<file path="config.mk">
export PLATFORM = sky130hd
export DESIGN_NAME = ikc_div
export DESIGN_NICKNAME = d
export VERILOG_FILES = /design/src/sv/ikc_pkg.sv /design/src/sv/ikc_div.sv
export SDC_FILE = /design/constraint.sdc
export NUM_CORES = 1
export LEC_CHECK = 0
export ABC_AREA = 1
export BUFFER_PORTS_ARGS = -buffer_cell sky130_fd_sc_hd__buf_2
export CORE_UTILIZATION = 35
export CTS_BUF_LIST = sky130_fd_sc_hd__clkbuf_8
export DETAILED_ROUTE_END_ITERATION = 10
export PLACE_DENSITY_LB_ADDON = 0.12
export SLEW_MARGIN = 10
export SYNTH_ARGS = -nofsm -noshare
export SYNTH_HDL_FRONTEND = slang
export SYNTH_SLANG_ARGS = --single-unit
</file>
<file path="constraint.sdc">
create_clock -name clk -period 9.3 [get_ports clk]
set_input_delay 2.79 -clock clk [delete_from_list [all_inputs] [get_ports clk]]
set_output_delay 2.79 -clock clk [all_outputs]
set_load 0.05 [all_outputs]
</file>
<file path="src/sv/ikc_pkg.sv">
`timescale 1ns / 1ps
// ----------------------------------------------------------------------------
// ikc_pkg: shared constants and types of the indexed keystream byte cipher
// widths, finaliser constants, register indexes and page size clamping
// ----------------------------------------------------------------------------
package ikc_pkg;

	localparam int POS_W      = 32;
	localparam int DATA_W     = 8;
	localparam int WORD_W     = 64;
	localparam int LANE_W     = 3;
	localparam int PAGE_W     = 13;
	localparam int REM_W      = 12;
	localparam int QUO_W      = 28;
	localparam int DIV_STAGES = 7;
	localparam int DIV_STEPS  = 4;
	localparam int NUM_STAGES = 15;
	localparam int LANE_SHIFT = 56;
	localparam int IDX_W      = 3;

	localparam logic [WORD_W-1:0] FIN_MUL_A = 64'hff51afd7ed558ccd;
	localparam logic [WORD_W-1:0] FIN_MUL_B = 64'hc4ceb9fe1a85ec53;
	localparam logic [POS_W:0]    POS_BIAS  = 33'h09E3779B9;
	localparam logic [PAGE_W-1:0] PAGE_MIN  = 13'd16;
	localparam logic [PAGE_W-1:0] PAGE_MAX  = 13'd4096;

	typedef enum logic [IDX_W-1:0] {
		REG_SALT      = 3'd0,
		REG_PG_MULT   = 3'd1,
		REG_IDX_MULT  = 3'd2,
		REG_BIAS      = 3'd3,
		REG_KEY_XOR   = 3'd4,
		REG_PER_PAGE  = 3'd5,
		REG_PAGE_SIZE = 3'd6,
		REG_SEAL      = 3'd7
	} reg_idx_t;

	// per-word side data carried along the pipe
	typedef struct packed {
		logic [LANE_W-1:0] lane;
		logic [DATA_W-1:0] data;
	} side_t;

	// zero means the largest page, otherwise clamp to the legal range
	function automatic logic [PAGE_W-1:0] clamp_page(input logic [PAGE_W-1:0] p);
		logic [PAGE_W-1:0] r;
		r = p;
		if (p == '0)
			r = PAGE_MAX;
		else if (p < PAGE_MIN)
			r = PAGE_MIN;
		else if (p > PAGE_MAX)
			r = PAGE_MAX;
		return r;
	endfunction

endpackage

</file>
<file path="src/sv/ikc_div.sv">
`timescale 1ns / 1ps
// ----------------------------------------------------------------------------
// ikc_div: pipelined restoring divider, position over page size
// four quotient bits per stage; divisor is at least 16 so the top four bits
// of the quotient are zero
// ----------------------------------------------------------------------------
module ikc_div (
	input  logic                              clk,
	input  logic [ikc_pkg::DIV_STAGES-1:0]    en,
	input  logic [ikc_pkg::POS_W-1:0]         pos,
	input  logic [ikc_pkg::PAGE_W-1:0]        divisor,
	output logic [ikc_pkg::QUO_W-1:0]         quo
);
	import ikc_pkg::*;

	typedef struct packed {
		logic [REM_W-1:0] rem;
		logic [QUO_W-1:0] z;   // dividend bits still to go, quotient shifted in below
	} div_t;

	function automatic div_t div_steps(input div_t st_in, input logic [PAGE_W-1:0] d);
		div_t             st;
		logic [PAGE_W-1:0] r;
		st = st_in;
		for (int k = 0; k < DIV_STEPS; k++) begin
			r    = {st.rem, st.z[QUO_W-1]};
			st.z = {st.z[QUO_W-2:0], 1'b0};
			if (r >= d) begin
				r       = r - d;
				st.z[0] = 1'b1;
			end
			st.rem = r[REM_W-1:0];
		end
		return st;
	endfunction

	div_t st_s [DIV_STAGES];
	div_t st_init;

	assign st_init.rem = {{(REM_W-(POS_W-QUO_W)){1'b0}}, pos[POS_W-1:QUO_W]};
	assign st_init.z   = pos[QUO_W-1:0];

	always_ff @(posedge clk) begin
		if (en[0])
			st_s[0] <= div_steps(st_init, divisor);
	end

	for (genvar j = 1; j < DIV_STAGES; j++) begin : g_stage
		always_ff @(posedge clk) begin
			if (en[j])
				st_s[j] <= div_steps(st_s[j-1], divisor);
		end
	end

	assign quo = st_s[DIV_STAGES-1].z;

endmodule

</file>
### After elaboration in Yosys (flattened, before gate mapping)

Memories as Yosys holds them, arrays and structs flattened.
Index checks and enable logic that the tools add are counted.

| word-level totals | value |
|---|---|
| register bits | 0 |
| word-level logic and storage cells | 183 |
| memories | 1 |
| memory bits (writable) | 280 |
| output and inout bits | 28 |
| bits of input ports | 53 |

| cells by class | value |
|---|---|
| $add $sub $neg | 28 |
| multiplexer cells | 126 |
| magnitude comparators | 28 |

Memories:

| memory | depth | bits a word | read ports | clocked after memory_dff | write ports | line | source |
|---|---|---|---|---|---|---|---|
| st_s | 7 | 40 | 7 | 0 | 7 | ikc_div.sv:37 | `div_t st_s [DIV_STAGES];` |

Operators by type and width:

| kind | number |
|---|---|
| two-way mux 12 bit | 56 |
| >= comparator 13 bit | 27 |
| subtractor 12 bit | 27 |
| two-way mux 1 bit | 70 |
| >= comparator 5 x 13 -> 1 bit | 1 |
| subtractor 5 x 12 -> 12 bit | 1 |

### Longest topological paths before layout

An unclocked memory read counts as a cell.

| logic depth | value |
|---|---|
| word-level depth | 13 |
| mapped depth | 48 |
| depth with buffers taken out | 47 |

### Worst setup path after synthesis

No wires, ideal clock.

| timing path | value |
|---|---|
| path type | input to register |
| start | input port divisor[1] (netlist bit) |
| end | memory st_s[3][35] (netlist bit), data pin |
| arrival | 9.168 ns |
| library setup time | 0.253 ns |
| slack | -0.121 ns |
| stages on the path | 44 |
| cell sequence | inv_1 ha_1 nand3_1 nor2_1 nand3_1 nand2_1 nor2_1 nand2_2 buf_6 or2_2 nand2_1 inv_1 ha_1 nand2_1 inv_1 nand2_1 nand2_1 a21oi_1 [... 8 more ...] nand2_1 nand3_1 nand3_1 inv_1 buf_2 nand3_1 and2_1 ha_1 buf_2 a21oi_1 o21ai_1 a21oi_1 o21ai_0 nor2_2 inv_1 buf_2 nand2_1 nand2_1 |

RTL lines:

| element | line | source |
|---|---|---|
| from (decl) | ikc_div.sv:11 | `input logic [ikc_pkg::PAGE_W-1:0] divisor,` |
| to (decl) | ikc_div.sv:37 |  |

==> run summary <==
most frequent CP cell - nand2_1
final core utilization - 42.0%
post-synth top area share - 27.4%
Worst-Margin Slew - 0.864 ns
DR top layer - met4
required time of the critical path - 9.66 ns
Max Cap Violations - 0
RSZ-0062 raised after global routing - yes
ys async rst share - 0%
Top Registers - st_s x268
met2 wire length - 42.5 mm
Num Clock Sinks - 268
worst setup path startpoint - divisor[1]
Synth Register Bits - 268
Worst-path clk slew - 0.07 ns
Top FF cell, synth - edfxtp_1
clock buffer depth - 3
via count - 27400
Detailed Route WL - 92.1 mm
cell count after placement - 5517
synthesized netlist cell count - 4091
Slew headroom - 42.4%
status - complete, no violations
slowest CP cell - fa_1
Setup CP Type - input port to flip-flop
cts bufs inserted - 52
most frequent cell after synthesis - nand2_1
hpwl dp - 74.4 mm
Worst Setup EP - st_s[4][28]
Worst R2R Setup Slack - 2.54 ns
port bufs - 80
Initial Util - 35.6%
routed vias/inst - 4.88
synth cell count leaders - nand2_1, inv_1, nand3_1
sequential share of the synthesized area - 27.4%
Routed WL per cell - 16.4 um
post-layout min period - 8.81 ns
cts hold-fix bufs - 0
top post-synthesis cells by area - edfxtp_1, nand2_1, ha_1
CTS tree - done
FF-to-FF Start - st_s[3][34]
Post-Syn Nets - 4527
vias in the first global route - 26800
Die Ht - 292 um
FP Rows - 105
Worst setup SP type - input port
die area - 85200 um^2
cell taking the most area after synthesis - edfxtp_1
layout cells sized above 1 - 13.8%
GRT overflow - 0
Final Max Slew Viols - 0
Final nets - 4943
io pins - 81
chip width - 292 um
max reg flops - 268
setup slack after layout - 0.486 ns
Layout area overhead - 18.1%
largest net degree at the start of global routing - 41
EDFF count, synth - 268
routability cong. - 0.917
Post-Syn Area - 29400 um^2
worst skew pair latency - 0.66 ns
Layout Cells excl Fill - 5621
Avg Inst Size Synth - 7.19 um^2
TritonRoute pass-1 iters - 5
Reg with most FFs - st_s
worst r2r path cells - 37
post-synth cell types - 48
worst hold path class - flip-flop to flip-flop
core area - 82600 um^2
worst r2r dst - st_s[4][28]
met1 WL - 44.1 mm
crit path DAT - 9.17 ns
H-tree depth - 2
Max FO, Critical Path - 9
setup slack at placement - -0.337 ns
Final Setup Violations - 0
clk_skew - 0.0289 ns
DR iter-0 viols - 1500
final-report hold violation count - 0
# DRC - 0
initial antenna violation count - 2
Met3 Routed Length - 3.49 mm
Yosys warning total - 0
first-pass GRT wire length - 146 mm
CP Capture Type - flip-flop
Max stage delay on crit path - 0.49 ns
Routed Antenna Nets - 0
Tot GR Track Use - 21.8%
CTS root buf - clkbuf_8
Max Fclk - 0.113 GHz
period utilization - 94.8%
-- final cells by class --
type	instances	area [um^2]
timing repair inverter	1	7.51
inverter	520	1970
fill	8753	47900
multi-input combinational	3235	19000
clock inverter	42	284
sequential	268	8050
tap	1070	1340
antenna	3	7.51
clock buffer	53	729
timing repair buffer	429	3290
-- metrics by stage --
step / hold slack, ns / cell area, um^2 / TNS (ns)
final: 0.404 / 34700 / 0
after global routing: 0.408 / 34700 / -0.124
after CTS: 0.381 / 34600 / 0
after detailed placement: 0.405 / 33600 / -9.24
after global placement: 0.401 / 33600 / -10.88
after floorplan: 0.400 / 29400 / 0
-- metal layers --
layer	up-vias	track usage, %
met1	12400	29.5
li1	14500	-
met4	0	5.35
met2	465	36.9
met5	-	0
met3	102	2.50
-- layout by cell type (no fill, tap or decap), types with 27 or more instances in the layout --
| cell type | instances |
|---|---|
| nand3_1 | 425 |
| nand2_1 | 1268 |
| nand4_1 | 69 |
| o21ai_0 | 96 |
| buf_4 | 326 |
| clkbuf_8 | 53 |
| a21oi_1 | 264 |
| inv_1 | 508 |
| buf_2 | 80 |
| xnor2_1 | 87 |
| and2_1 | 87 |
| fa_1 | 27 |
| edfxtp_1 | 268 |
| nor2_1 | 186 |
| xor2_1 | 96 |
| nand3b_1 | 45 |
| ha_1 | 356 |
| a21o_1 | 30 |
-- how the worst min path moves through the flow --
stage                     slack, ns        start           to  cells past startpoint
after detailed placement       0.40  st_s[0][11]  st_s[1][15]                      0
after global placement         0.40  st_s[4][10]  st_s[5][14]                      0
after global routing           0.41  st_s[3][16]  st_s[4][20]                      0
final                          0.40  st_s[3][16]  st_s[4][20]                      0
after CTS                      0.38  st_s[4][13]  st_s[5][17]                      0
after floorplan                0.40   st_s[0][6]  st_s[1][10]                      0
-- critical path, delay by kind of cell --
| kind | cells | cell delay (ns) |
|---|---|---|
| compound gates | 4 | 0.64 |
| simple gates | 23 | 2.75 |
| fa+ha+maj | 4 | 1.53 |
| buf+inv | 9 | 1.43 |
-- kinds of logic (layout without fill, tap and decap cells) --
family / Yosys count / after routing / share of synthesized area [%]
simple gates: 2199 / 2199 / 33.3
buf+inv: 588 / 1045 / 8.07
compound gates: 470 / 470 / 8.82
fa+ha+maj: 383 / 383 / 17.0
flops: 268 / 268 / 27.4
xor+xnor: 183 / 183 / 5.45
other cells: 0 / 3 / 0
-- repair_timing --
action	CTS	global route
setup endpoints to repair	0	62
resized for setup	0	24
setup buffers	0	5
Power is not shown: default switching activity piles up to over one toggle a cycle in this logic, so the estimate is an artifact.
